<file path="src/sv/text_console_cursor_engine_top_macros.svh">
// assertion macros shared by the text console cursor engine modules
// no dependencies; included by every file that carries assertions
`ifndef TEXT_CONSOLE_CURSOR_ENGINE_TOP_MACROS_SVH
`define TEXT_CONSOLE_CURSOR_ENGINE_TOP_MACROS_SVH

// same-cycle implication, disabled during reset
`define TCCE_ASSERT_NOW(lbl, clk_s, rst_s, ante, cons, msg) \
  lbl: assert property (@(posedge clk_s) disable iff (rst_s) (ante) |-> (cons)) \
    else $error(msg);

// next-cycle implication, disabled during reset
`define TCCE_ASSERT_NEXT(lbl, clk_s, rst_s, ante, cons, msg) \
  lbl: assert property (@(posedge clk_s) disable iff (rst_s) (ante) |=> (cons)) \
    else $error(msg);

`endif

</file>
<file path="src/sv/tcce_pkg.sv">
// shared types, widths and codes of the text console cursor engine
// no dependencies; used by every module of the block
package tcce_pkg;

  localparam int CHAR_W = 8;
  localparam int POS_W  = 12;
  localparam int COL_W  = 9;
  localparam int INK_W  = 32;
  localparam int ACC_W  = 24;
  localparam int DC_W   = 3;
  localparam int CFG_W  = 12;
  localparam int CIDX_W = 2;

  // reset values of the configuration registers and the ink
  localparam logic [COL_W-1:0]  LAST_COLUMN_RST   = 9'd99;
  localparam logic [POS_W-1:0]  SCREEN_HEIGHT_RST = 12'd600;
  localparam logic [CHAR_W-1:0] NEWLINE_CODE_RST  = 8'd10;
  localparam logic [CHAR_W-1:0] ESCAPE_CODE_RST   = 8'd27;
  localparam logic [INK_W-1:0]  INK_RST           = 32'hFFFF_FFFF;

  // index of the final hex digit of a color escape
  localparam logic [DC_W-1:0] DIGIT_LAST = 3'd5;

  // ascii codes for hex digits
  localparam logic [CHAR_W-1:0] ASC_DIGIT_0 = 8'h30;
  localparam logic [CHAR_W-1:0] ASC_DIGIT_9 = 8'h39;
  localparam logic [CHAR_W-1:0] ASC_UPPER_A = 8'h41;
  localparam logic [CHAR_W-1:0] ASC_UPPER_F = 8'h46;
  localparam logic [CHAR_W-1:0] ASC_LOWER_A = 8'h61;
  localparam logic [CHAR_W-1:0] ASC_LOWER_F = 8'h66;
  localparam logic [CHAR_W-1:0] HEX_TEN     = 8'd10;

  // command kinds on the result channel
  localparam logic KIND_DRAW   = 1'b0;
  localparam logic KIND_SCROLL = 1'b1;

  typedef enum logic [CIDX_W-1:0] {
    CFG_LAST_COLUMN   = 2'd0,
    CFG_SCREEN_HEIGHT = 2'd1,
    CFG_NEWLINE_CODE  = 2'd2,
    CFG_ESCAPE_CODE   = 2'd3
  } cfg_reg_t;

  typedef struct packed {
    logic [COL_W-1:0]  last_column;
    logic [POS_W-1:0]  screen_height;
    logic [CHAR_W-1:0] newline_code;
    logic [CHAR_W-1:0] escape_code;
  } cfg_t;

  // one queue entry: an optional scroll followed by an optional glyph
  typedef struct packed {
    logic              has_scroll;
    logic [POS_W-1:0]  rows;
    logic              has_glyph;
    logic [CHAR_W-1:0] glyph;
    logic [POS_W-1:0]  x;
    logic [POS_W-1:0]  y;
    logic [INK_W-1:0]  ink;
  } entry_t;

  typedef struct packed {
    logic       ok;
    logic [3:0] val;
  } hex_t;

  // case-insensitive hex digit decode
  function automatic hex_t hex_decode(input logic [CHAR_W-1:0] c);
    hex_t r;
    r = '0;
    case (c) inside
      [ASC_DIGIT_0:ASC_DIGIT_9]: begin
        r.ok  = 1'b1;
        r.val = 4'(c - ASC_DIGIT_0);
      end
      [ASC_UPPER_A:ASC_UPPER_F]: begin
        r.ok  = 1'b1;
        r.val = 4'(c - ASC_UPPER_A + HEX_TEN);
      end
      [ASC_LOWER_A:ASC_LOWER_F]: begin
        r.ok  = 1'b1;
        r.val = 4'(c - ASC_LOWER_A + HEX_TEN);
      end
      default: r = '0;
    endcase
    return r;
  endfunction

endpackage

</file>
<file path="src/sv/tcce_front.sv">
// front end: takes character beats, runs the escape parser and cursor
// uses tcce_pkg; pushes one command entry per printing or scrolling char
module tcce_front #(
  parameter int GLYPH_HEIGHT = 16,
  parameter int GLYPH_WIDTH  = 8
) (
  input  logic                         clk,
  input  logic                         rst,
  input  tcce_pkg::cfg_t               cfg,
  input  logic                         in_valid,
  output logic                         in_stall,
  input  logic [tcce_pkg::CHAR_W-1:0]  char_code,
  input  logic                         q_full,
  output logic                         push,
  output tcce_pkg::entry_t             push_data
);

  localparam int POS_W = tcce_pkg::POS_W;
  localparam int SUM_W = POS_W + 2;
  localparam int LIM_W = tcce_pkg::COL_W + $clog2(GLYPH_WIDTH + 1);
  localparam logic [SUM_W-1:0] GH_S = SUM_W'(GLYPH_HEIGHT);
  localparam logic [POS_W-1:0] GH_P = POS_W'(GLYPH_HEIGHT);
  localparam logic [POS_W-1:0] GW_P = POS_W'(GLYPH_WIDTH);
  localparam logic [LIM_W-1:0] GW_L = LIM_W'(GLYPH_WIDTH);

  logic [tcce_pkg::DC_W-1:0]  digit_count;
  logic [tcce_pkg::ACC_W-1:0] color_accum;
  logic [tcce_pkg::INK_W-1:0] ink_color;
  logic [POS_W-1:0]           cursor_x;
  logic [POS_W-1:0]           cursor_y;

  logic                       accept;
  tcce_pkg::hex_t             hex;
  logic                       in_escape;
  logic                       digit_path, esc_path, nl_path, print_path;
  logic [tcce_pkg::DC_W-1:0]  pos;
  logic [4:0]                 shamt;
  logic [tcce_pkg::ACC_W-1:0] accum_next;
  logic [LIM_W-1:0]           col_lim;
  logic                       col_fits;
  logic [POS_W-1:0]           x_adv;
  logic [SUM_W-1:0]           new_y, need, sh_s, up;
  logic                       do_scroll;
  logic [POS_W-1:0]           rows, y_clamp, settled_y;

  assign in_stall = q_full;
  assign accept   = in_valid && !in_stall;

  // classify the character
  assign hex        = tcce_pkg::hex_decode(char_code);
  assign in_escape  = digit_count != '0;
  assign digit_path = in_escape && hex.ok;
  assign nl_path    = !in_escape && (char_code == cfg.newline_code);
  assign esc_path   = !in_escape && (char_code != cfg.newline_code)
                      && (char_code == cfg.escape_code);
  assign print_path = (in_escape && !hex.ok)
                      || (!in_escape && (char_code != cfg.newline_code)
                          && (char_code != cfg.escape_code));

  // hex digit insert, most significant nibble first
  assign pos        = digit_count - tcce_pkg::DC_W'(1);
  assign shamt      = {tcce_pkg::DIGIT_LAST - pos, 2'b00};
  assign accum_next = color_accum | (tcce_pkg::ACC_W'(hex.val) << shamt);

  // column advance: x / width < last_column  <=>  x < last_column * width
  assign col_lim  = LIM_W'(cfg.last_column) * GW_L;
  assign col_fits = LIM_W'(cursor_x) < col_lim;
  assign x_adv    = col_fits ? cursor_x + GW_P : '0;

  // next row and scroll check
  always_comb begin
    if (nl_path || !col_fits) begin
      new_y = SUM_W'(cursor_y) + GH_S;
    end else begin
      new_y = SUM_W'(cursor_y);
    end
  end

  assign need      = new_y + GH_S;
  assign sh_s      = SUM_W'(cfg.screen_height);
  assign do_scroll = sh_s < need;
  assign up        = need - sh_s;
  assign rows      = (|up[SUM_W-1:POS_W]) ? '1 : up[POS_W-1:0];
  assign y_clamp   = (cfg.screen_height >= GH_P) ? cfg.screen_height - GH_P : '0;
  assign settled_y = do_scroll ? y_clamp : new_y[POS_W-1:0];

  // entry toward the back end
  assign push = accept && (print_path || (nl_path && do_scroll));

  always_comb begin
    push_data            = '0;
    push_data.has_scroll = do_scroll;
    push_data.rows       = rows;
    push_data.has_glyph  = print_path;
    push_data.glyph      = char_code;
    push_data.x          = x_adv;
    push_data.y          = settled_y;
    push_data.ink        = ink_color;
  end

  // parser and cursor state
  always_ff @(posedge clk) begin
    if (rst) begin
      digit_count <= '0;
      color_accum <= '0;
      ink_color   <= tcce_pkg::INK_RST;
      cursor_x    <= '0;
      cursor_y    <= '0;
    end else if (accept) begin
      if (digit_path) begin
        color_accum <= accum_next;
        if (pos == tcce_pkg::DIGIT_LAST) begin
          ink_color   <= tcce_pkg::INK_W'(accum_next);
          digit_count <= '0;
        end else begin
          digit_count <= digit_count + tcce_pkg::DC_W'(1);
        end
      end
      if (esc_path) begin
        digit_count <= tcce_pkg::DC_W'(1);
        color_accum <= '0;
      end
      if (nl_path) begin
        cursor_x <= '0;
        cursor_y <= settled_y;
      end
      if (print_path) begin
        digit_count <= '0;
        cursor_x    <= x_adv;
        cursor_y    <= settled_y;
      end
    end
  end

endmodule

</file>
<file path="src/sv/tcce_queue.sv">
// small command queue between the front and back ends
// uses tcce_pkg entry type and the shared assertion macros
`include "text_console_cursor_engine_top_macros.svh"

module tcce_queue #(
  parameter int DEPTH = 4
) (
  input  logic             clk,
  input  logic             rst,
  input  logic             push,
  input  tcce_pkg::entry_t push_data,
  output logic             full,
  input  logic             pop,
  output tcce_pkg::entry_t pop_data,
  output logic             not_empty
);

  localparam int PTR_W = $clog2(DEPTH);
  localparam int CNT_W = $clog2(DEPTH + 1);
  localparam logic [PTR_W-1:0] PTR_LAST = PTR_W'(DEPTH - 1);

  tcce_pkg::entry_t   mem [DEPTH];
  logic [PTR_W-1:0]   wr_ptr, rd_ptr;
  logic [CNT_W-1:0]   count;

  assign full      = count == CNT_W'(DEPTH);
  assign not_empty = count != '0;
  assign pop_data  = mem[rd_ptr];

  // storage
  always_ff @(posedge clk) begin
    if (push) begin
      mem[wr_ptr] <= push_data;
    end
  end

  // pointers and fill count
  always_ff @(posedge clk) begin
    if (rst) begin
      wr_ptr <= '0;
      rd_ptr <= '0;
      count  <= '0;
    end else begin
      if (push) begin
        wr_ptr <= (wr_ptr == PTR_LAST) ? '0 : wr_ptr + PTR_W'(1);
      end
      if (pop) begin
        rd_ptr <= (rd_ptr == PTR_LAST) ? '0 : rd_ptr + PTR_W'(1);
      end
      case ({push, pop})
        2'b10:   count <= count + CNT_W'(1);
        2'b01:   count <= count - CNT_W'(1);
        default: count <= count;
      endcase
    end
  end

  `TCCE_ASSERT_NOW(a_no_push_full, clk, rst, push, !full, "push into full queue")
  `TCCE_ASSERT_NOW(a_no_pop_empty, clk, rst, pop, not_empty, "pop from empty queue")
  `TCCE_ASSERT_NOW(a_count_bound, clk, rst, 1'b1, count <= CNT_W'(DEPTH), "count overrun")

endmodule

</file>
<file path="src/sv/tcce_back.sv">
// back end: expands queue entries into scroll and draw command beats
// uses tcce_pkg and the shared assertion macros; holds the output register
`include "text_console_cursor_engine_top_macros.svh"

module tcce_back (
  input  logic                         clk,
  input  logic                         rst,
  input  logic                         q_valid,
  input  tcce_pkg::entry_t             q_data,
  output logic                         q_pop,
  output logic                         out_valid,
  input  logic                         out_stall,
  output logic                         kind,
  output logic [tcce_pkg::CHAR_W-1:0]  glyph,
  output logic [tcce_pkg::POS_W-1:0]   pos_x,
  output logic [tcce_pkg::POS_W-1:0]   pos_y,
  output logic [tcce_pkg::INK_W-1:0]   ink,
  output logic [tcce_pkg::POS_W-1:0]   scroll_rows,
  output logic                         last
);

  tcce_pkg::entry_t cur;
  logic             cur_valid;
  logic             scroll_sent;
  logic             show_scroll;
  logic             out_take;
  logic             split;
  logic             advance;

  assign show_scroll = cur.has_scroll && !scroll_sent;
  assign out_take    = cur_valid && !out_stall;
  assign split       = show_scroll && cur.has_glyph;
  assign advance     = !cur_valid || (out_take && !split);
  assign q_pop       = advance && q_valid;

  // current entry and the scroll-done flag
  always_ff @(posedge clk) begin
    if (rst) begin
      cur_valid   <= 1'b0;
      scroll_sent <= 1'b0;
    end else if (advance) begin
      cur_valid   <= q_valid;
      scroll_sent <= 1'b0;
    end else if (out_take && split) begin
      scroll_sent <= 1'b1;
    end
  end

  always_ff @(posedge clk) begin
    if (advance && q_valid) begin
      cur <= q_data;
    end
  end

  // output beat fields
  always_comb begin
    out_valid = cur_valid;
    if (show_scroll) begin
      kind        = tcce_pkg::KIND_SCROLL;
      glyph       = '0;
      pos_x       = '0;
      pos_y       = '0;
      ink         = '0;
      scroll_rows = cur.rows;
      last        = !cur.has_glyph;
    end else begin
      kind        = tcce_pkg::KIND_DRAW;
      glyph       = cur.glyph;
      pos_x       = cur.x;
      pos_y       = cur.y;
      ink         = cur.ink;
      scroll_rows = '0;
      last        = 1'b1;
    end
  end

  `TCCE_ASSERT_NOW(a_sent_needs_pair, clk, rst, scroll_sent,
    cur_valid && cur.has_scroll && cur.has_glyph, "scroll flag without a pair")
  `TCCE_ASSERT_NEXT(a_draw_follows, clk, rst, out_take && split,
    out_valid && (kind == tcce_pkg::KIND_DRAW), "draw beat missing after scroll")
  `TCCE_ASSERT_NOW(a_pop_when_free, clk, rst, q_pop,
    !cur_valid || (out_take && !split), "pop while holding an unsent beat")

endmodule

</file>
<file path="src/sv/text_console_cursor_engine_top.sv">
// Text console cursor engine. Input channel: one character byte per beat
// (in_valid / in_stall / char_code). Output channel: draw glyph or scroll
// commands (out_valid / out_stall / kind, glyph, pos_x, pos_y, ink,
// scroll_rows, last); last marks the final command of a character.
// Config: cfg_write with cfg_index 0 last_column, 1 screen_height,
// 2 newline_code, 3 escape_code, value on cfg_data; write only when idle.
// Throughput: one character per cycle while the queue is not full; a character
// that scrolls and draws gives two output beats, a newline that scrolls gives
// one, and other newlines, escapes and hex digits give none.
// Path: the front end writes each command entry into the queue at the beat
// edge, the back end loads it into its output register once that register is
// free, and the command is offered from that register.
// A queue of QUEUE_DEPTH entries sits between them; in_stall rises only
// when that queue is full, so an output stall backs up into the input
// after QUEUE_DEPTH + 1 pending command entries. A stalled beat holds steady.
// Reset (rst, synchronous): config to defaults, cursor home, ink white,
// escape parse off, queue and output register empty.
// Depends on tcce_pkg, tcce_front, tcce_queue and tcce_back.
module text_console_cursor_engine_top #(
  parameter int GLYPH_HEIGHT = 16,
  parameter int GLYPH_WIDTH  = 8,
  parameter int QUEUE_DEPTH  = 4
) (
  input  logic                          clk,
  input  logic                          rst,
  input  logic                          cfg_write,
  input  logic [tcce_pkg::CIDX_W-1:0]   cfg_index,
  input  logic [tcce_pkg::CFG_W-1:0]    cfg_data,
  input  logic                          in_valid,
  output logic                          in_stall,
  input  logic [tcce_pkg::CHAR_W-1:0]   char_code,
  output logic                          out_valid,
  input  logic                          out_stall,
  output logic                          kind,
  output logic [tcce_pkg::CHAR_W-1:0]   glyph,
  output logic [tcce_pkg::POS_W-1:0]    pos_x,
  output logic [tcce_pkg::POS_W-1:0]    pos_y,
  output logic [tcce_pkg::INK_W-1:0]    ink,
  output logic [tcce_pkg::POS_W-1:0]    scroll_rows,
  output logic                          last
);

  tcce_pkg::cfg_t   cfg;
  tcce_pkg::entry_t push_data, pop_data;
  logic             push, pop, q_full, q_valid;

  // configuration registers
  always_ff @(posedge clk) begin
    if (rst) begin
      cfg.last_column   <= tcce_pkg::LAST_COLUMN_RST;
      cfg.screen_height <= tcce_pkg::SCREEN_HEIGHT_RST;
      cfg.newline_code  <= tcce_pkg::NEWLINE_CODE_RST;
      cfg.escape_code   <= tcce_pkg::ESCAPE_CODE_RST;
    end else if (cfg_write) begin
      unique case (tcce_pkg::cfg_reg_t'(cfg_index))
        tcce_pkg::CFG_LAST_COLUMN:   cfg.last_column   <= cfg_data[tcce_pkg::COL_W-1:0];
        tcce_pkg::CFG_SCREEN_HEIGHT: cfg.screen_height <= cfg_data[tcce_pkg::POS_W-1:0];
        tcce_pkg::CFG_NEWLINE_CODE:  cfg.newline_code  <= cfg_data[tcce_pkg::CHAR_W-1:0];
        tcce_pkg::CFG_ESCAPE_CODE:   cfg.escape_code   <= cfg_data[tcce_pkg::CHAR_W-1:0];
        default: cfg <= cfg;
      endcase
    end
  end

  // parser and cursor
  tcce_front #(
    .GLYPH_HEIGHT (GLYPH_HEIGHT),
    .GLYPH_WIDTH  (GLYPH_WIDTH)
  ) u_front (
    .clk       (clk),
    .rst       (rst),
    .cfg       (cfg),
    .in_valid  (in_valid),
    .in_stall  (in_stall),
    .char_code (char_code),
    .q_full    (q_full),
    .push      (push),
    .push_data (push_data)
  );

  // command queue
  tcce_queue #(
    .DEPTH (QUEUE_DEPTH)
  ) u_queue (
    .clk       (clk),
    .rst       (rst),
    .push      (push),
    .push_data (push_data),
    .full      (q_full),
    .pop       (pop),
    .pop_data  (pop_data),
    .not_empty (q_valid)
  );

  // command output
  tcce_back u_back (
    .clk         (clk),
    .rst         (rst),
    .q_valid     (q_valid),
    .q_data      (pop_data),
    .q_pop       (pop),
    .out_valid   (out_valid),
    .out_stall   (out_stall),
    .kind        (kind),
    .glyph       (glyph),
    .pos_x       (pos_x),
    .pos_y       (pos_y),
    .ink         (ink),
    .scroll_rows (scroll_rows),
    .last        (last)
  );

endmodule

</file>
<file path="config.mk">
export PLATFORM = sky130hd
export DESIGN_NAME = text_console_cursor_engine_top
export DESIGN_NICKNAME = d
export VERILOG_FILES = /design/src/sv/tcce_pkg.sv /design/src/sv/tcce_front.sv /design/src/sv/tcce_queue.sv /design/src/sv/tcce_back.sv /design/src/sv/text_console_cursor_engine_top.sv
export VERILOG_INCLUDE_DIRS = /design/src /design/src/sv
export SDC_FILE = /design/constraint.sdc
export NUM_CORES = 1
export LEC_CHECK = 0
export ABC_AREA = 1
export BUFFER_PORTS_ARGS = -buffer_cell sky130_fd_sc_hd__buf_4
export CAP_MARGIN = 20
export CORE_AREA = 4 4 236 238
export CTS_CLUSTER_DIAMETER = 40
export DETAILED_ROUTE_END_ITERATION = 10
export DIE_AREA = 0 0 240 242
export PLACE_DENSITY_LB_ADDON = 0.3
export SYNTH_ARGS = -nofsm -noshare
export SYNTH_HDL_FRONTEND = slang
export SYNTH_SLANG_ARGS = --single-unit
export TNS_END_PERCENT = 100
</file>
<file path="constraint.sdc">
create_clock -name clk -period 10.7 [get_ports clk]
set_input_delay 2.14 -clock clk [delete_from_list [all_inputs] [get_ports clk]]
set_output_delay 2.14 -clock clk [all_outputs]
set_load 0.005 [all_outputs]
</file>
# Word level (Yosys, flattened, before mapping)
# Memories as Yosys holds them, arrays and structs flattened. A register that Yosys moved wholly into a read port is not among the register bits.
# Index checks and enable logic that the tools add are counted.
totals:
  elab_cells: 134
  mem_bits_rw: 312
  out_inout_bits: 80
  in_bits: 27
  memories: 1
  regBits: 129
memory_table:
  columns: ["memory", "words", "word_bits", "read_ports", "rd_clocked_by_memory_dff", "wr", "line", "text"]
  rows:
  - ["u_queue.mem", 4, 78, 1, 1, 1, "tcce_queue.sv:22", "tcce_pkg::entry_t mem [DEPTH];"]
classes:
  add_sub_neg: 17
  n_bitwise: 1
  eq_ne: 13
  n_lt_le_gt_ge: 9
  n_mux: 30
  n_reduce_logical: 48
  n_shift: 1
op_table:
  columns: ["op", "count"]
  rows:
  - ["12-bit two-way mux", 11]
  - ["24-bit two-way mux", 2]
  - ["32-bit two-way mux", 1]
  - ["24-bit bitwise OR", 1]
  - ["4-bit by 5-bit << shifter with 24-bit output", 1]
  - ["1-bit logical AND", 18]
  - ["8-bit equality test", 2]
  - ["8-bit by 7-bit greater-or-equal comparator with 1-bit output, second input constant", 2]
  - ["8-bit by 7-bit <= comparator with 1-bit output, second input constant", 2]
  - ["8-bit inequality test", 2]
  - ["5-bit two-way mux", 3]
  - ["14-bit by 5-bit adder with 14-bit output, second input constant", 1]
  - ["12-bit by 14-bit less-than comparator with 1-bit output", 1]
  - ["14-bit two-way mux", 1]
  - ["2-bit AND reduction", 7]
  - ["14-bit by 12-bit subtractor with 14-bit output", 1]
  - ["12-bit by 5-bit adder with 13-bit output, second input constant", 1]
  - ["12-bit by 4-bit adder with 12-bit output, second input constant", 1]
  - ["12-bit by 5-bit greater-or-equal comparator with 1-bit output, second input constant", 1]
  - ["12-bit less-than comparator", 1]
  - ["3-bit two-way mux", 4]
  - ["12-bit by 5-bit subtractor with 12-bit output, second input constant", 1]
  - ["4-bit by 1-bit subtractor with 4-bit output, second input constant", 3]
  - ["2-bit equality test, second input constant", 5]
  - ["20 further kinds", 46]

# Longest topological paths before layout
# Gate-level depths: netlist (run 1).
depth:
  word_depth: 12
  ltp_mapped: 33

# By module
# Synthesis (run 1) repeated with hierarchy kept, for this count alone.
unflattened:
  hier_cells: 2133
  area_unflattened_um2: 22674.2
by_module_without_submodules:
  columns: ["module", "area_per_inst_um2", "n_inst", "cells_each", "seq_area_each_um2"]
  rows:
  - ["tcce_queue", 12037.8, 1, 815, 9549.2]
  - ["tcce_front", 5625.4, 1, 848, 1521.5]
  - ["tcce_back", 3525.9, 1, 254, 2382.3]
  - ["text_console_cursor_engine_top", 1485.2, 1, 216, 740.7]

# Worst setup path before layout (run 1)
# OpenSTA, ideal clock, no wires.
synth_timing:
  path_type: "input port to flip-flop"
  startpoint: "input char_code[2] (netlist name)"
  endpoint: "memory u_queue.mem[0][0] (netlist name), enable pin"
  arrival_ns: 7.933
  setup_slack_ns: 2.266
  stages: 24
  setup_ns: 0.501
  n_path_buf: 2
  path_cell_list: "buf_6 xnor2_2 nand2_1 nor2_4 nand3_4 nand2_4 buf_8 xor2_1 ha_1 xor2_1 inv_1 ha_1 nand2_1 nor2_1 inv_1 o21ai_1 a21boi_1 o21ai_1 nand2_1 nand3_2 nand2_1 nand2_1 nand2_2 nor2_1"
synth_between:
  elab_chain_cells: 12
  word_cells_on_any_way: 30
synth_lines:
  columns: ["item", "line", "text"]
  rows:
  - ["start: declaration", "text_console_cursor_engine_top.sv:31", "input logic [tcce_pkg::CHAR_W-1:0] char_code,"]
  - ["branches (longest 8 deep; another with 14-bit by 5-bit adder with 14-bit output)", null, null]
  - ["1-bit logical OR (*)", "tcce_front.sv:88", "assign push = accept && (print_path || (nl_path && do_scroll));"]
  - ["1-bit logical AND (*)", "tcce_front.sv:88", null]
  - ["1-bit two-way mux (*)", "tcce_queue.sv:32", "if (push) begin"]
  - ["1-bit two-way mux (not written as such) (*)", "tcce_queue.sv:33", "mem[wr_ptr] <= push_data;"]
  - ["end: declaration", "tcce_queue.sv:22", null]
# Every way passes the cells marked *.

# Final worst setup path (run 1)
layout_timing:
  startpoint: "input char_code[0] (netlist name)"
  endpoint: "memory u_queue.mem[3][0] (netlist name), enable pin"
# Same word-level chain as after synthesis.

==> impl_metrics.yaml, run 1 <==
worst_setup_path:
  required_ns: 10.93
  rr_endpoint: "u_queue.mem[3][0]$_DFFE_PP_"
  rr_worst_depth: 25
  cp.arrival_ns: 7.54
  crit_type: "in -> reg"
  crit_path_start_kind: "input port"
  reg2reg_from: "cfg[36]$_SDFFE_PP0P_"
  crit_fanout: 54
  rrSetupSlack_ns: 4.04
  end_kind: "register"
cells_and_area:
  diodes: 0
  fillers: 5032
  final_nets: 2084
  final_cell_mix: "355 x edfxtp_1, 281 x nor2_1, 231 x nand2_1, 205 x o21ai_0, 197 x inv_1"
  drive_gt1_frac: 0.145
  syn2layout_area_growth_pct: 17.3
  final_common_cell: "edfxtp_1"
job:
  maxCapViolCount: 0
global_routing:
  grt_use_total: 0.167
  grt_pass1_vias: 13700
  grt_max_degree: 93
  overflow: 0
  antenna_found_initial: 0
  grt_pass1_wl_um: 76800
clock_network:
  cts.reportedPaths.clkPinSlew_ns: 0.06
  numCtsBuffers: 59
  cts_hold_buf: 0
  clkLatencyLatePin_ns: 0.63
  cts_buffer_depth: 3
  cts_root_buf: "clkbuf_16"
  cts_sinks: 477
  htreeDepth: 2
  cts_resized: 0
  tritoncts: "built"
  cts_setup_buffers: 0
synthesis:
  netlist_area_um2: 20200
  syn-num-nets: 1998
  ys_ff_latch: 477
  ys_top_cells_by_area: "edfxtp_1 53%, dfxtp_1 12%, nor2_1 5.3%, o21ai_0 5.1%, nand2_1 4.3%"
  synth.largest_area_cell: "edfxtp_1"
  avgSynthCellArea_um2: 10.5
  synth.distinct_cells: 45
  syn_inst: 1930
  synth_top_cell_area_share: 0.527
  yosys_warnings: 0
  seq_area_frac_synth: 0.647
pwr:
  peakVddDrop_v: 0.000125
  total_power_mw: 5.89
  leakage_nw: 8.81
  powerDensity_nw_per_um2: 248
timing:
  report.final.slew_viol_count: 0
  finClkSkew_ns: 0.0321
  tns_ns: 0
  slew_headroom: 0.328
  finalSetupViolations: 0
  rsz0062_at_grt: "no"
  max_freq_mhz: 137
  final-hold-violation-count: 0
  period_minus_slack_ns: 7.31
  finalCritPeriodShare: 0.683
  worstMarginPinSlew_ns: 1.01
detailed_routing:
  drc: 0
  wl_per_cell_um: 17.8
  vias: 13900
  viasPerCell: 5.04
  drtIter0Drc: 1014
  wl_um: 49300
  drtPass1Iterations: 5
  antenna_left: 0
outcome:
  status: "completed"
place:
  gp_congestion: 0.872
  port_buffers: 106
  dp_hpwl_um: 31100
floorplan:
  die_w_um: 240
  initial_utilization: 0.378
  io_pins: 107
  num_rows: 85
  die_h_um: 242
  core-area_um2: 53600
  dieArea_um2: 58100
min_path:
  hold-path-cell-count: 2
  worstHoldStart: "u_front.cursor_x[1]$_SDFFE_PP0P_"
  whs_endpoint: "u_front.cursor_x[1]$_SDFFE_PP0P_"
  min_path_type: "reg -> reg"
## logic make-up (layout without fill, tap and decap cells)
kind of cell / count (synthesis) / count (layout) / share of synthesized area
xor+xnor: 25 / 25 / 0.0112
compound gates: 444 / 444 / 0.121
buf+inv: 307 / 444 / 0.0608
flops: 477 / 477 / 0.647
fa+ha+maj: 41 / 41 / 0.0261
simple gates: 636 / 636 / 0.134
## worst max path at each step
| stage | slack (ns) | depth (start not counted) | to | startpoint |
|---|---|---|---|---|
| 2_1_floorplan | 2.27 | 24 | u_queue.mem[0][0]$_DFFE_PP_ | char_code[2] |
| 3_3_place_gp | 3.01 | 26 | u_queue.mem[3][1]$_DFFE_PP_ | char_code[0] |
| 3_5_place_dp | 2.76 | 26 | u_queue.mem[3][1]$_DFFE_PP_ | char_code[0] |
| 4_1_cts | 3.41 | 26 | u_queue.mem[3][0]$_DFFE_PP_ | char_code[0] |
| 5_1_grt | 2.92 | 26 | u_queue.mem[3][0]$_DFFE_PP_ | char_code[0] |
| 6_report | 3.39 | 26 | u_queue.mem[3][0]$_DFFE_PP_ | char_code[0] |
## registers in the layout, summed over array words and instances, names as in the netlist
name / flops
u_back.out_valid: 1
u_front.cursor_y: 12
u_queue.rd_ptr: 2
u_queue.mem: 284
u_front.color_accum: 24
u_front.ink_color: 25
u_queue.wr_ptr: 2
u_back.cur: 71
u_front.cursor_x: 12
cfg: 37
u_back.scroll_sent: 1
u_front.digit_count: 3
u_queue.count: 3
## stage by stage
step / setup slack, ns / instance area [µm²] / hold slack [ns] / std cells / util
4_1_cts: 3.41 / 23700 / 0.448 / 2763 / 0.443
3_5_place_dp: 2.76 / 21600 / 0.440 / 2651 / 0.403
5_1_grt: 2.92 / 23700 / 0.478 / 2763 / 0.443
3_3_place_gp: 3.01 / 21600 / 0.434 / 2651 / 0.403
6_report: 3.39 / 23700 / 0.445 / 2763 / 0.443
2_1_floorplan: 2.27 / 20200 / 0.425 / 1930 / -
## per-layer routing
metal / track usage / wire [µm] / up-vias
met4: 0.0446 / 952 / 0
li1: - / - / 6763
met3: 0.0319 / 2530 / 75
met5: 0 / 0 / -
met1: 0.224 / 21900 / 6778
met2: 0.278 / 23800 / 303
## layout make-up
cell class	count	area (µm²)	share of cell area
multi-input cells	1146	5930	0.250
well taps	696	871	0.0367
flip-flops and latches	477	13100	0.552
clock buffers	73	1600	0.0674
repair buffers	119	893	0.0376
inverters	213	802	0.0338
clock inverters	39	534	0.0225
## critical path: stages
cell and delay, ns:
buf_4 0.16, inv_2 0.11, nand2_1 0.06, nand2_1 0.05, nand2_1 0.09, nor2_4 0.12
nand3_4 0.16, nand2_4 0.18, xor2_1 0.32, ha_1 0.27, xor2_1 0.15, inv_1 0.06
ha_1 0.35, nand2_1 0.10, nor2_1 0.12, inv_1 0.06, o21ai_1 0.20, a21boi_1 0.13
o21ai_1 0.21, nand2_1 0.11, nand3_2 0.42, nand2_1 0.17, nand2_1 0.13, nand2_2 0.19
nor2_4 0.61, buf_4 0.81
## Yosys cell counts
| cell | n |
|---|---|
| a32oi_1 | 1 |
| o21ai_2 | 10 |
| o22ai_1 | 71 |
| and3_1 | 4 |
| buf_6 | 4 |
| edfxtp_1 | 355 |
| nand2_4 | 1 |
| xnor2_1 | 10 |
| clkbuf_1 | 73 |
| a21boi_1 | 2 |
| a31oi_1 | 1 |
| nand2_2 | 21 |
| nand2_1 | 231 |
| buf_8 | 1 |
| nor4_1 | 2 |
| nand3_1 | 44 |
| or2_2 | 6 |
| xnor2_2 | 1 |
| clkinv_1 | 1 |
| nor2_2 | 4 |
| buf_4 | 8 |
| a21oi_1 | 104 |
| xor2_1 | 14 |
| o211ai_1 | 8 |
| nor3_1 | 16 |
| ha_1 | 39 |
| nor2_1 | 285 |
| nand4_1 | 6 |
| inv_2 | 10 |
| fa_1 | 2 |
| nand3_4 | 1 |
| nand3_2 | 6 |
| o21ai_0 | 205 |
| dfxtp_1 | 122 |
| inv_1 | 202 |
| buf_2 | 6 |
| nor2_8 | 1 |
| nor2_4 | 5 |
| buf_1 | 2 |
| o21bai_1 | 16 |
| a21o_1 | 9 |
| o21ai_1 | 15 |
| nor3b_2 | 2 |
| and2_1 | 1 |
| a211oi_1 | 2 |
## power breakdown
group	switching [mW]	internal (mW)
sequential	0.0942	2.34
clock	0.823	1.28
combinational	0.888	0.464
total	1.80	4.08
No activity file was read; power rests on OpenSTA's default activity.
==> run 2: changes to the inputs <==
ABC_AREA = 0   (was 1)
CORE_AREA = 4 4 234 236   (was 4 4 236 238)
DIE_AREA = 0 0 238 240   (was 0 0 240 242)
clock period = 7.59 ns   (was 10.7 ns; I/O delays follow)
==> run 2 against run 1 <==
Clock-buffer cell count down 10. Cell area fell by 1.6%. Synthesized area shrank 2.2%. Largest power group unchanged.
==> impl_metrics.yaml, run 2 <==
clock_network:
  numCtsBuffers: 54
  cts.reportedPaths.clkPinSlew_ns: 0.06
  cts_setup_buffers: 0
  clkLatencyLatePin_ns: 0.60
  cts_sinks: 477
  cts_root_buf: "clkbuf_16"
  cts_resized: 0
  tritoncts: "built"
  cts_buffer_depth: 3
  htreeDepth: 2
  cts_hold_buf: 0
worst_setup_path:
  cp.arrival_ns: 7.46
  crit_fanout: 8
  end_kind: "register"
  required_ns: 8.10
  rrSetupSlack_ns: 1.12
  crit_type: "in -> reg"
  cp_slowest_stage_delay_ns: 0.42
  crit_path_start_kind: "input port"
  reg2reg_from: "u_front.cursor_x[4]$_SDFFE_PP0P_"
  rr_worst_depth: 29
  cp_slowest_cell: "or3_4"
  rr_endpoint: "u_queue.count[2]$_SDFFE_PP0P_"
floorplan:
  io_pins: 107
  die_w_um: 238
  core-area_um2: 52400
  initial_utilization: 0.377
  num_rows: 84
  dieArea_um2: 57100
  die_h_um: 240
synthesis:
  syn-num-nets: 1479
  syn_inst: 1411
  synth_edf_count: 355
  synthSimpleGateAreaFrac: 0.107
  avgSynthCellArea_um2: 14.0
  synth_mux_area_frac: 0.0869
  ys_ff_latch: 477
  synth_flop_cell: "edfxtp_1"
  synth_top_family_by_area: "simple AND/OR/NAND/NOR gates"
  yosys_warnings: 0
  netlist_area_um2: 19800
  seq_area_frac_synth: 0.662
  synth.largest_area_cell: "edfxtp_1"
  synth_xor_area_frac: 0.0234
  async_reset_ff_frac: 0
  synth.most_common_cell: "edfxtp_1"
  ys_top_cells_by_count: "355 x edfxtp_1, 141 x nand2_1, 122 x dfxtp_1"
  synth.distinct_cells: 77
  ys_top_cells_by_area: "edfxtp_1 54%, dfxtp_1 12%, mux4_2 8.1%, nand2_1 2.7%, and2_1 2.6%"
  synthAdderAreaFrac: 0.0267
  synth_compound_area_frac: 0.0691
  synth_top_cell_area_share: 0.538
cells_and_area:
  drive_gt1_frac: 0.208
  final_cell_mix: "355 x edfxtp_1, 141 x nand2_1, 129 x buf_4, 120 x dfxtp_1, 85 x a21oi_1"
  multi_input_area_um2: 6210
  top_register: "u_queue.mem"
  diodes: 0
  final_common_cell: "edfxtp_1"
  final_nets: 1598
  largest_reg_flops: 284
  stdcell_count: 2262
  reg_top3: "u_queue.mem (284), u_back.cur (71), cfg (37)"
  fillers: 4636
  syn2layout_area_growth_pct: 17.9
  seq_area_um2: 13100
pwr:
  leakage_nw: 7.69
  p_switching_mw: 1.99
  peakVddDrop_v: 0.000257
  power_switching_share: 0.268
  total_power_mw: 7.42
  clkPwrFrac: 0.359
  p_seq_frac: 0.441
  p_int_mw: 5.43
  powerDensity_nw_per_um2: 318
  p_comb_frac: 0.200
global_routing:
  grt_use_total: 0.155
  grt_pass1_vias: 11700
  grt_pass1_wl_um: 69200
  overflow: 0
  antenna_found_initial: 2
  grt_max_degree: 73
timing:
  finalSetupViolations: 0
  slew_headroom: 0.266
  max_freq_mhz: 144
  report.final.slew_viol_count: 0
  worstMarginPinSlew_ns: 1.10
  finClkSkew_ns: 0.0321
  final-hold-violation-count: 0
  whs_ns: 0.457
  tns_ns: 0
  period_minus_slack_ns: 6.94
  rsz0062_at_grt: "no"
  finalCritPeriodShare: 0.915
detailed_routing:
  drc: 0
  drtPass1Iterations: 5
  wl_per_cell_um: 19.6
  antenna_left: 0
  drtIter0Drc: 929
  viasPerCell: 5.17
  wl_um: 44400
  vias: 11700
min_path:
  worstHoldStart: "u_front.cursor_x[1]$_SDFFE_PP0P_"
  whs_endpoint: "u_front.cursor_x[1]$_SDFFE_PP0P_"
  min_path_type: "reg -> reg"
  hold-path-cell-count: 1
place:
  dp_hpwl_um: 29300
  port_buffers: 106
  placed_cells: 2162
  gp_congestion: 0.891
job:
  maxCapViolCount: 0
outcome:
  status: "completed"
==> run 2: per-layer routing <==
layer | track usage | routed length, µm | share of wire
met2 | 0.234 | 19800 | 0.45
met4 | 0.0443 | 865 | 0.019
met1 | 0.231 | 21100 | 0.48
met3 | 0.0284 | 2630 | 0.059
met5 | 0 | 0 | 0
==> run 2: cell families (layout without fill, tap and decap cells) <==
logic type,count (synthesis),count (layout)
DFF,477,477
and+or+nand+nor,427,427
AOI/OAI and AO/OA,213,213
buffers and inverters,118,281
muxes,83,83
xor gates and xnor gates,52,52
adders and majority gates,41,41
==> run 2: layout make-up <==
class                      instances  share of cell area
timing repair buffer             137              0.0483
clock buffer                      63              0.0624
clock inverter                    37              0.0180
sequential                       477               0.561
tap                              688              0.0369
multi-input combinational        816               0.266
inverter                          44             0.00707
==> run 2: worst max path at each step <==
| stage | startpoint | cells past startpoint | endpoint | slack, ns |
|---|---|---|---|---|
| 6_report | char_code[6] | 29 | u_queue.count[2]$_SDFFE_PP0P_ | 0.65 |
| 5_1_grt | char_code[6] | 29 | u_queue.count[2]$_SDFFE_PP0P_ | 0.15 |
| 4_1_cts | char_code[4] | 29 | u_queue.count[2]$_SDFFE_PP0P_ | 0.77 |
| 3_5_place_dp | char_code[4] | 29 | u_queue.count[2]$_SDFFE_PP0P_ | 0.17 |
| 3_3_place_gp | char_code[6] | 29 | u_queue.count[2]$_SDFFE_PP0P_ | 0.22 |
| 2_1_floorplan | char_code[2] | 30 | u_queue.count[2]$_SDFFE_PP0P_ | 0.29 |
==> run 2: power groups by stage <==
stage               combinational (mW)  sequential [mW]  clock (mW)
finish                            1.48             3.27        2.66
global route                      1.63             3.30        2.85
CTS                               1.53             3.28        2.73
detailed placement                1.53             3.33           0
global placement                  1.50             3.32           0
floorplan                        0.895             3.25           0
==> run 2: worst max-delay path, delay by kind of cell <==
family                     cells  cell delay [ns]
and+or+nand+nor                8             1.52
muxes                          1             0.29
xor gates and xnor gates       3             0.53
adders and majority gates      4             1.11
buffers and inverters          4             0.42
AOI/OAI and AO/OA              9             2.05
==> run 2: stage by stage <==
step	worst slack (ns)	instance area [µm²]	utilization
global route	0.145	23300	0.445
floorplan	0.293	19800	-
detailed placement	0.167	21500	0.409
CTS	0.768	23300	0.445
global placement	0.219	21500	0.409
finish	0.646	23300	0.445
==> run 3: changes to the inputs <==
CTS_BUF_LIST = sky130_fd_sc_hd__clkbuf_16   (was default)
==> run 3 against run 2 <==
Cell area is 0.13% lower. Core utilization fell by 0.057 points. Routed wire length about the same. Setup slack better by 0.023 ns. Critical endpoint unchanged. Clock-buffer cell count fell by 7.
==> impl_metrics.yaml, run 3 (synthesis gave the netlist of run 2 again) <==
clock_network:
  numCtsBuffers: 54
  clkLatencyLatePin_ns: 0.60
  cts_root_buf: "clkbuf_16"
  cts_setup_buffers: 0
  cts.reportedPaths.clkPinSlew_ns: 0.06
  cts_buffer_depth: 3
  htreeDepth: 2
  cts_hold_buf: 0
  tritoncts: "built"
  cts_resized: 0
  cts_sinks: 477
place:
  gp_congestion: 0.891
  dp_hpwl_um: 29300
  placed_cells: 2162
  port_buffers: 106
timing:
  slew_headroom: 0.284
  tns_ns: 0
  finalCritPeriodShare: 0.912
  worstMarginPinSlew_ns: 1.07
  finClkSkew_ns: 0.0314
  report.final.slew_viol_count: 0
  finalSetupViolations: 0
  max_freq_mhz: 144
  rsz0062_at_grt: "no"
  period_minus_slack_ns: 6.92
  final-hold-violation-count: 0
pwr:
  leakage_nw: 7.69
  peakVddDrop_v: 0.000258
  powerDensity_nw_per_um2: 317
cells_and_area:
  seq_area_um2: 13100
  stdcell_count: 2262
  syn2layout_area_growth_pct: 17.8
  drive_gt1_frac: 0.208
  final_common_cell: "edfxtp_1"
  multi_input_area_um2: 6210
  final_nets: 1598
  diodes: 0
  reg_top3: "u_queue.mem (284), u_back.cur (71), cfg (37)"
  largest_reg_flops: 284
  final_cell_mix: "355 x edfxtp_1, 141 x nand2_1, 129 x buf_4, 120 x dfxtp_1, 85 x a21oi_1"
  fillers: 4642
  top_register: "u_queue.mem"
worst_setup_path:
  rrSetupSlack_ns: 1.13
  cp_slowest_stage_delay_ns: 0.42
  reg2reg_from: "u_front.cursor_x[4]$_SDFFE_PP0P_"
  rr_endpoint: "u_queue.count[2]$_SDFFE_PP0P_"
  crit_type: "in -> reg"
  cp.arrival_ns: 7.43
  rr_worst_depth: 29
  required_ns: 8.10
  end_kind: "register"
  crit_path_start_kind: "input port"
  cp_top_family: "compound AO/OA/AOI/OAI gates"
  cp_slowest_cell: "or3_4"
  crit_fanout: 8
  path_buf_inv: 4
detailed_routing:
  wl_um: 44400
  drtIter0Drc: 870
  vias: 11700
  antenna_left: 0
  wl_per_cell_um: 19.6
  drtPass1Iterations: 5
  viasPerCell: 5.19
  drc: 0
global_routing:
  antenna_found_initial: 2
  grt_pass1_wl_um: 69200
  grt_use_total: 0.155
  grt_pass1_vias: 11700
  overflow: 0
  grt_max_degree: 73
floorplan:
  initial_utilization: 0.377
  core-area_um2: 52400
  die_w_um: 238
  io_pins: 107
  dieArea_um2: 57100
  num_rows: 84
  die_h_um: 240
min_path:
  min_path_type: "reg -> reg"
  worstHoldStart: "u_front.cursor_x[1]$_SDFFE_PP0P_"
  whs_endpoint: "u_front.cursor_x[1]$_SDFFE_PP0P_"
  hold-path-cell-count: 1
job:
  maxCapViolCount: 0
outcome:
  status: "completed"
run 3: cell count changes in the layout (fill, tap and decap cells not counted):
| cell | change |
|---|---|
| clkbuf_8 | -3 |
| clkbuf_1 | -4 |
| clkinv_1 | +1 |
| inv_1 | +4 |
| inv_2 | +2 |
run 3: worst register-to-register path: cells and delay by family (launching register included):
kind / cells / cell delay [ns]
AND/OR/NAND/NOR: 6 / 0.94
flip-flops: 1 / 0.48
buffers and inverters: 3 / 0.27
AO/OA/AOI/OAI: 12 / 2.67
multiplexers: 1 / 0.27
XOR/XNOR: 2 / 0.34
adder cells (fa/ha/maj): 5 / 1.40
run 3: worst max-delay path by stage:
stage | from | to | slack [ns] | depth (start not counted)
global route | char_code[6] | u_queue.count[2]$_SDFFE_PP0P_ | 0.15 | 29
finish | char_code[6] | u_queue.count[2]$_SDFFE_PP0P_ | 0.67 | 29
CTS | char_code[4] | u_queue.count[2]$_SDFFE_PP0P_ | 0.77 | 29
detailed placement | char_code[4] | u_queue.count[2]$_SDFFE_PP0P_ | 0.17 | 29
floorplan | char_code[2] | u_queue.count[2]$_SDFFE_PP0P_ | 0.29 | 30
global placement | char_code[6] | u_queue.count[2]$_SDFFE_PP0P_ | 0.22 | 29
run 3: cell type report:
type	count	area share
timing repair buffer	137	0.0484
clock buffer	56	0.0601
clock inverter	44	0.0192
multi-input combinational	816	0.266
sequential	477	0.562
tap	688	0.0369
inverter	44	0.00708
run 3: power breakdown:
group	switching, mW	internal, mW	total (mW)
Combinational	0.792	0.691	1.48
Sequential	0.130	3.14	3.27
Clock	1.07	1.56	2.63
Total	1.99	5.39	7.38
run 3: per-layer routing:
layer | share of wire | track usage | vias up
li1 | - | - | 5509
met1 | 0.47 | 0.231 | 5855
met2 | 0.45 | 0.234 | 313
met3 | 0.061 | 0.0284 | 57
met4 | 0.019 | 0.0443 | 0
met5 | 0 | 0 | -
run 3: through the flow:
| step | setup WS, ns | cell area (µm²) | hold slack (ns) | total power, mW | util |
|---|---|---|---|---|---|
| 5_1_grt | 0.145 | 23300 | 0.483 | 7.75 | 0.445 |
| 3_3_place_gp | 0.219 | 21500 | 0.433 | 4.83 | 0.409 |
| 3_5_place_dp | 0.167 | 21500 | 0.441 | 4.86 | 0.409 |
| 4_1_cts | 0.768 | 23300 | 0.455 | 7.51 | 0.445 |
| 6_report | 0.669 | 23300 | 0.457 | 7.38 | 0.445 |
| 2_1_floorplan | 0.293 | 19800 | 0.421 | 4.14 | - |
